`src/rtl/core/assert_macros.svh`:
```
// Assertion macros shared by the RTL of the decaying square tone FIFO.
// Included by bare file name; depends on nothing else.
`ifndef ASSERT_MACROS_SVH
`define ASSERT_MACROS_SVH

// Concurrent assertion on a clock, disabled while the active-low reset is low.
`define DSTF_ASSERT(lbl, clk, rst_n, prop, msg) \
  lbl: assert property (@(posedge clk) disable iff (!(rst_n)) (prop)) else $error(msg);

// Same check without a reset qualifier.
`define DSTF_ASSERT_NR(lbl, clk, prop, msg) \
  lbl: assert property (@(posedge clk) (prop)) else $error(msg);

`endif

```
`src/rtl/core/dstf_pkg.sv`:
```
// Package of the decaying square tone FIFO: widths, defaults, codes and payload types.
// Depends on nothing; used by every other file of the block but assert_macros.svh.
`default_nettype none

package dstf_pkg;

  localparam int unsigned FUNC_W     = 2;
  localparam int unsigned LEN_W      = 15;
  localparam int unsigned PHASE_W    = 32;
  localparam int unsigned DECAY_W    = 16;
  localparam int unsigned SAMPLE_W   = 16;
  localparam int unsigned PROD_W     = 2 * DECAY_W;

  localparam int unsigned DEPTH_DEF    = 32768;
  localparam int unsigned HEADROOM_DEF = 256;
  localparam int unsigned MAX_READ_DEF = 64;

  localparam logic [DECAY_W-1:0] AMPLITUDE = 16'd8000;
  localparam logic [DECAY_W-1:0] ENV_START = 16'hFFFF;

  typedef enum logic [FUNC_W-1:0] {
    FUNC_TONE    = 2'd0,
    FUNC_SILENCE = 2'd1,
    FUNC_READ    = 2'd2
  } dstf_func_e;

  typedef enum logic [2:0] {
    ST_IDLE,
    ST_MAG,
    ST_ENV,
    ST_SIL,
    ST_RD_ADDR,
    ST_RD_DATA,
    ST_RESP
  } dstf_state_e;

  typedef struct packed {
    logic [FUNC_W-1:0]  func;
    logic [LEN_W-1:0]   length;
    logic [PHASE_W-1:0] phase_step;
    logic [DECAY_W-1:0] decay_factor;
  } dstf_in_t;

  typedef struct packed {
    logic                       status;
    logic signed [SAMPLE_W-1:0] sample;
    logic                       sample_valid;
    logic                       last;
  } dstf_out_t;

endpackage

`default_nettype wire

```
`src/rtl/core/dstf_mul.sv`:
```
// Shared 16 x 16 unsigned multiplier with a registered product.
// Depends on dstf_pkg for the operand widths.
`default_nettype none

module dstf_mul (
  input  logic                              clk_i,
  input  logic [dstf_pkg::DECAY_W-1:0]      a_i,
  input  logic [dstf_pkg::DECAY_W-1:0]      b_i,
  output logic [dstf_pkg::PROD_W-1:0]       prod_o
);

  logic [dstf_pkg::PROD_W-1:0] prod_q;

  always_ff @(posedge clk_i) begin
    prod_q <= dstf_pkg::PROD_W'(a_i) * dstf_pkg::PROD_W'(b_i);
  end

  assign prod_o = prod_q;

endmodule

`default_nettype wire

```
`config.mk`:
```
export PLATFORM = sky130hd
export DESIGN_NAME = dstf_mul
export DESIGN_NICKNAME = d
export VERILOG_FILES = /design/src/rtl/core/assert_macros.svh /design/src/rtl/core/dstf_pkg.sv /design/src/rtl/core/dstf_mul.sv
export SDC_FILE = /design/constraint.sdc
export NUM_CORES = 1
export LEC_CHECK = 0
export ABC_AREA = 1
export BUFFER_PORTS_ARGS = -buffer_cell sky130_fd_sc_hd__buf_2
export CAP_MARGIN = 30
export CELL_PAD_IN_SITES_DETAIL_PLACEMENT = 1
export CELL_PAD_IN_SITES_GLOBAL_PLACEMENT = 1
export CORE_ASPECT_RATIO = 1.4
export CORE_MARGIN = 10
export CORE_UTILIZATION = 45
export CTS_BUF_LIST = sky130_fd_sc_hd__clkbuf_8
export CTS_CLUSTER_SIZE = 40
export DETAILED_ROUTE_END_ITERATION = 16
export PLACE_DENSITY_LB_ADDON = 0.1
export SYNTH_ARGS = -nofsm -noshare
export SYNTH_HDL_FRONTEND = slang
export SYNTH_SLANG_ARGS = --single-unit
```
`constraint.sdc`:
```
create_clock -name clk_i -period 6.5 [get_ports clk_i]
set_clock_uncertainty 0.15 [all_clocks]
set_input_delay 0.325 -clock clk_i [delete_from_list [all_inputs] [get_ports clk_i]]
set_output_delay 0.325 -clock clk_i [all_outputs]
set_load 0.01 [all_outputs]
```
; Word-level counts from Yosys, hierarchy flattened
; Index checks and enable logic that the tools add are counted.
[totals]
register_bits = 32
input_bits = 33
[op_classes]
multipliers = 1
[ops]
columns = op, count
row1 = $mul A16 B16 Y32, 1

; Longest topological paths before layout
; Gate-level depths: netlist (run 1).
[depth]
word_depth = 1
mapped_depth = 25
mapped_depth_nobuf = 23

; Worst setup path before layout (run 1)
; OpenSTA, ideal clock, no wires.
[synth_path]
kind = input-to-reg
startpoint = input port a_i[7] (netlist name)
endpoint = register prod_q (netlist bit prod_o[28])
arrival_time_ns = 5.080
required_time_ns = 6.238
path_slack_ns = 1.158
path_stages = 25
path_buffers = 2
cell_sequence = clkbuf_1 > clkbuf_1 > nand2_1 > fa_1 > inv_1 > fa_1 > inv_1 > fa_1 > inv_1 > fa_1 > fa_1 > inv_1 > fa_1 > inv_1 > ha_1 > nand2_1 > inv_1 > nand2_1 > nand2_1 > nand2_1 > nand2_1 > a21oi_1 > nand2_1 > nand2_1 > nand2_1
[synth_between]
elab_chain_len = 1
[synth_rtl]
columns = item, line_no
row1 = "start, declared", dstf_mul.sv:7  ; input logic [dstf_pkg::DECAY_W-1:0] a_i,
row2 = $mul A16 B16 Y32, dstf_mul.sv:15  ; prod_q <= dstf_pkg::PROD_W'(a_i) * dstf_pkg::PROD_W'(b_i);
row3 = "end signal, assigned", dstf_mul.sv:15
row4 = "end, declared", dstf_mul.sv:12  ; logic [dstf_pkg::PROD_W-1:0] prod_q;
; Every way passes these cells.

; Final worst setup path (run 1)
[layout_path]
startpoint = input port b_i[7] (netlist name)
endpoint = register prod_q (netlist bit prod_o[29])
[layout_between]
elab_chain_len = 1
[layout_rtl]
columns = item, line_no
row1 = "start, declared", dstf_mul.sv:8  ; input logic [dstf_pkg::DECAY_W-1:0] b_i,
row2 = $mul A16 B16 Y32, dstf_mul.sv:15
; Every way passes these cells.

==> flow_metrics.tcl, run 1 <==
set metrics [dict create \
    drive_above_1_share_pct 6.87 \
    hold_violations 0 \
    io_buffers 64 \
    num_rows 64 \
    start_util_pct 45.9 \
    grt_use_total_pct 20.3 \
    num_vias 8096 \
    synth.most_common_cell "nand2_1" \
    synth_top_area_share_pct 38.4 \
    clockRootBuffer "clkbuf_8" \
    core_area_um2 22000 \
    synthArstFlopShare_pct 0 \
    drt_wl_total_um 27600 \
    num_io_pins 65 \
    crit_family "adder cells" \
    finalSetupViolations 0 \
    ant_nets 0 \
    gp_congestion 0.872 \
    synth_nets 1732 \
    synth.distinct_cells 22 \
    largest_reg_flops 32 \
    critPathMaxFanout 16 \
    timing.hold.ws_ns 0.262 \
    dpl_cell_area_um2 10600 \
    worst-path-buf-inv 6 \
    period_needed_ns 5.31 \
    slew_headroom_pct 69.0 \
    cp-start-kind "input port" \
    outcome "complete, no violations" \
    grt_first_pass_wirelength_um 47300 \
    cp_cell_sequence "buf_2 > nand2_1 > fa_1 > inv_1 > fa_1 > inv_1 > fa_1 > inv_1 > fa_1 > fa_1 > inv_1 > fa_1 > inv_1 > ha_1 > nand2_1 > nand2_1 > nand2_1 > nand2_1 > nand2_1 > nand2_1 > a21oi_1 > nand2_1 > nand2_1 > nand2_1" \
    antenna_found_initial 1 \
    drtIter0Drc 333 \
    synth-edff-count 0 \
    drt-pass1-iter-count 4 \
    syn-instance-count 1401 \
    synthTopCellsByCount "450 x nand2_1, 433 x inv_1, 194 x fa_1, 104 x ha_1, 64 x clkbuf_1" \
    synth_area_leaders "fa_1 38%, nand2_1 17%, inv_1 16%" \
    syn_to_final_growth_pct 5.56 \
    cts_buffers 5 \
    vias_per_cell 4.74 \
    htree_levels 2 \
    cts_setup_buffers 0 \
    max_cap_violations 0 \
    final_design_area_no_fill_um2 10700 \
    cp_slowest_stage_delay_ns 0.56 \
    critPathKind "in -> reg" \
    cts.sinks 32 \
    worstMarginPinSlew_ns 0.465 \
    critPathRequiredTime_ns 6.56 \
    syn_avg_cell_area_um2 7.22 \
    tns_ns 0 \
    die_area_um2 29000 \
    ctsResizeCount 0 \
    seq_area_frac_synth_pct 6.34 \
    drc 0 \
    diodes 0 \
    wl_per_cell_um 16.1 \
    cts.hold.buffers_added 0 \
    clk_transition_reported_paths_ns 0.08 \
    cts_tree "done" \
    die_h_um 197 \
    place.detailed.hpwl_um 23800 \
    timing.final.crit_share_pct 81.7 \
    cp-end-kind "register" \
    hold_path_class "in -> reg" \
    crit_path_top_delay_cell "fa_1" \
    fin_nets 1742 \
    synth_top_flop_cell "dfxtp_1" \
    grt_max_degree 17 \
    ys_ff_latch 32 \
    grt_pass1_vias 9135 \
    cp_data_arrival_time_ns 5.37 \
    synth_area_um2 10100 \
    finalCoreUtilization_pct 48.5 \
    die_x_um 147 \
    fmaxAchievable_ghz 0.188 \
    drv_slew 0 \
    yosys.area.top_type "fa_1" \
    ys_warn_count 0 \
    cts_buffer_depth 2 \
    grt-ovfl-total 0 \
    cpMostUsedCell "nand2_1" \
    rsz0062_at_grt "no" \
]
## layout make-up
| type | instances | area, um^2 |
|---|---|---|
| fill | 2900 | 11300 |
| multi-input combinational | 872 | 7610 |
| inverter | 433 | 1630 |
| sequential | 32 | 641 |
| tap | 297 | 372 |
| timing repair buffer | 67 | 343 |
| clock buffer | 5 | 68.8 |
| clock inverter | 3 | 18.8 |
## cell families (layout without fill, tap and decap cells)
family	Yosys count	in the layout	synth area share, %
flops	32	32	6.34
simple gates	537	537	21.4
fa+ha+maj	298	298	51.3
xor+xnor	18	18	1.56
buf+inv	497	508	18.4
compound gates	19	19	0.990
## worst paths after layout
path | startpoint | to | cells past startpoint
setup / recovery | b_i[7] | prod_o[29]$_DFF_P_ | 24
hold / removal | b_i[0] | prod_o[0]$_DFF_P_ | 3
## worst min-delay path, stage by stage
cell and delay (ns):
buf_2 0.22, nand2_1 0.11, inv_1 0.03
## metal layers
metal	global-route usage (%)	share of wire, %
met5	0	0.047
met3	2.02	3.1
met4	5.05	1.8
met1	25.3	43
met2	36.8	52
## cells in the final DEF (no fill, tap or decap)
master / netlist / final
o21bai_1: 1 / 1
fa_1: 194 / 194
xnor2_1: 3 / 3
clkinv_4: 0 / 1
nand4_1: 4 / 4
nand3_2: 5 / 5
nor3_2: 1 / 1
clkbuf_8: 0 / 5
ha_1: 104 / 104
nand3b_2: 1 / 1
dfxtp_1: 32 / 32
nor2_4: 1 / 1
and2_1: 1 / 1
nor2_1: 33 / 33
a21o_1: 1 / 1
inv_1: 433 / 433
nand2_2: 8 / 8
buf_2: 0 / 64
nand2_1: 450 / 450
clkinv_2: 0 / 2
a21oi_1: 17 / 17
xor2_1: 15 / 15
nand3_1: 27 / 27
nand3b_4: 1 / 1
buf_4: 0 / 3
nor2_2: 5 / 5
## per-stage QoR
| stage | setup WS [ns] | std cells |
|---|---|---|
| after global routing | 0.821 | 1709 |
| after detailed placement | 0.822 | 1701 |
| after global placement | 0.908 | 1701 |
| after floorplan | 1.16 | 1401 |
| final | 1.19 | 1709 |
| after CTS | 1.12 | 1709 |
Power of run 1 is not shown: default switching activity piles up to over one toggle a cycle in this logic, so the estimate is an artifact.
==> inputs of run 2 (changes only) <==
CORE_UTILIZATION = 43   (was 45)
clock period = 4.6 ns   (was 6.5 ns; I/O delays follow)
==> run 2 against run 1 <==
  * Largest cell class unchanged
  * Setup slack worse by 1.4 ns
  * Wire length up 14%
  * The flow now finishes with violations (negative setup slack)
  * Sequential share of layout area down 1.1 points
==> flow_metrics.tcl, run 2 (synthesized netlist as in run 1, its figures left out) <==
set metrics [dict create \
    outcome "finished, violations left" \
    violations "negative setup slack" \
    largest_reg_flops 32 \
    cp-end-kind "register" \
    dp_slack_ns -0.672 \
    num_io_pins 65 \
    regArea_um2 641 \
    die_x_um 150 \
    core_area_um2 23200 \
    drv_slew 0 \
    place.detailed.hpwl_um 26600 \
    finalSetupViolations 18 \
    cpMostUsedCell "fa_1" \
    mostFrequentLayoutCell "inv_1" \
    cts_buffers 5 \
    finalCoreUtilization_pct 56.0 \
    wl_per_cell_um 17.1 \
    min_path_cells 3 \
    cp-start-kind "input port" \
    syn_to_final_growth_pct 28.5 \
    drtIter0Drc 249 \
    nFillCells 2894 \
    crit_path_top_delay_cell "fa_1" \
    fmaxAchievable_ghz 0.208 \
    grt_first_pass_wirelength_um 51400 \
    rsz0062_at_grt "yes" \
    htree_levels 2 \
    final_design_area_no_fill_um2 13000 \
    hold_end "prod_o[0]$_DFF_P_" \
    grt_use_total_pct 21.5 \
    vias_per_cell 4.73 \
    fin_nets 1864 \
    num_vias 8707 \
    grt_max_degree 17 \
    placed_cells_incl_taps 1811 \
    hold_violations 0 \
    max_cap_violations 0 \
    instances_no_fill 1840 \
    cp_data_arrival_time_ns 4.87 \
    timing.final.crit_share_pct 104 \
    clockRootBuffer "clkbuf_8" \
    cp_slowest_stage_delay_ns 0.61 \
    start_util_pct 43.6 \
    hold_start "b_i[0]" \
    period_needed_ns 4.81 \
    worst_slack_ns -0.206 \
    dpl_cell_area_um2 11700 \
    drive_above_1_share_pct 28.9 \
    gp_congestion 0.852 \
    critPathRequiredTime_ns 4.67 \
    critPathKind "in -> reg" \
    grt-ovfl-total 0 \
    die_h_um 201 \
    slew_headroom_pct 78.6 \
    crit_family "adder cells" \
    drt-pass1-iter-count 4 \
    worstMarginPinSlew_ns 0.322 \
    io_buffers 64 \
    worst-path-buf-inv 6 \
    drt_wl_total_um 31400 \
    cts.sinks 32 \
    multiInputGateArea_um2 8560 \
    critPathMaxFanout 4 \
    cp_cell_sequence "buf_8 > buf_6 > nand2_2 > inv_2 > fa_1 > fa_2 > fa_1 > fa_1 > fa_1 > inv_2 > fa_1 > inv_2 > ha_4 > nand2_4 > nor2_4 > buf_6 > nand2_4 > nor2_4 > nand2_2 > nand3_1 > nand2_1" \
    antenna_found_initial 1 \
    grt_pass1_vias 10100 \
    cts_tree "done" \
    die_area_um2 30100 \
    cts_buffer_depth 2 \
    ant_nets 0 \
    clk_transition_reported_paths_ns 0.09 \
    hold_path_class "in -> reg" \
    diodes 0 \
    num_rows 66 \
    layout_common_cells "375 x inv_1, 356 x nand2_1, 182 x fa_1" \
    drc 0 \
]
[run 2: cell types whose count changed in the layout (fill, tap and decap cells not counted), moves of 17 or more]
| cell | before | now |
|---|---|---|
| inv_2 | 0 | 57 |
| nand2_1 | 450 | 356 |
| nand2_2 | 8 | 73 |
| nand2_4 | 0 | 28 |
| ha_4 | 0 | 17 |
| ha_1 | 104 | 85 |
| buf_4 | 3 | 106 |
| inv_1 | 433 | 375 |
| buf_2 | 64 | 34 |
| buf_6 | 0 | 28 |
[run 2: per-stage QoR]
step | setup TNS, ns | hold slack, ns
final | -2.18 | 0.143
after CTS | -1.58 | 0.132
after floorplan | -3.17 | 0.358
after global routing | -5.74 | 0.169
after global placement | -12.74 | 0.480
after detailed placement | -12.92 | 0.479
[run 2: cell type report]
| cell class | count | share of cell area (%) |
|---|---|---|
| clock buffer | 5 | 0.530 |
| clock inverter | 3 | 0.183 |
| inverter | 433 | 12.5 |
| multi-input combinational | 872 | 65.9 |
| sequential | 32 | 4.93 |
| tap | 306 | 2.95 |
| timing repair buffer | 189 | 13.0 |
[run 2: worst max-delay path by stage]
stage / start / end / cells past startpoint
after floorplan: b_i[6] / prod_o[28]$_DFF_P_ / 25
after detailed placement: a_i[8] / prod_o[29]$_DFF_P_ / 22
after global routing: b_i[15] / prod_o[31]$_DFF_P_ / 21
after global placement: a_i[7] / prod_o[30]$_DFF_P_ / 21
final: b_i[15] / prod_o[31]$_DFF_P_ / 21
after CTS: a_i[3] / prod_o[28]$_DFF_P_ / 24
[run 2: tightest hold or removal path, stage by stage]
cell and delay (ns):
buf_2 0.21, nand2_1 0.10, inv_1 0.03
[run 2: repair_timing]
| action | 4_1_cts | 5_1_grt |
|---|---|---|
| buffers inserted | 10 | 9 |
| gates cloned | 1 | 1 |
| setup endpoints to repair | 23 | 23 |
| hold endpoints to repair | 0 | 0 |
| gates resized for setup | 161 | 152 |
| hold buffers | 0 | 0 |
| pin swaps | 72 | 95 |
[run 2: per-layer routing]
layer / vias to the layer above / GRT usage (%) / wire length (um)
met3: 49 / 1.95 / 896
li1: 4145 / - / -
met5: - / 0 / 20
met1: 4388 / 25.5 / 12500
met4: 2 / 6.15 / 1040
met2: 123 / 39.7 / 17000
Power of run 2 is left out for the same reason.
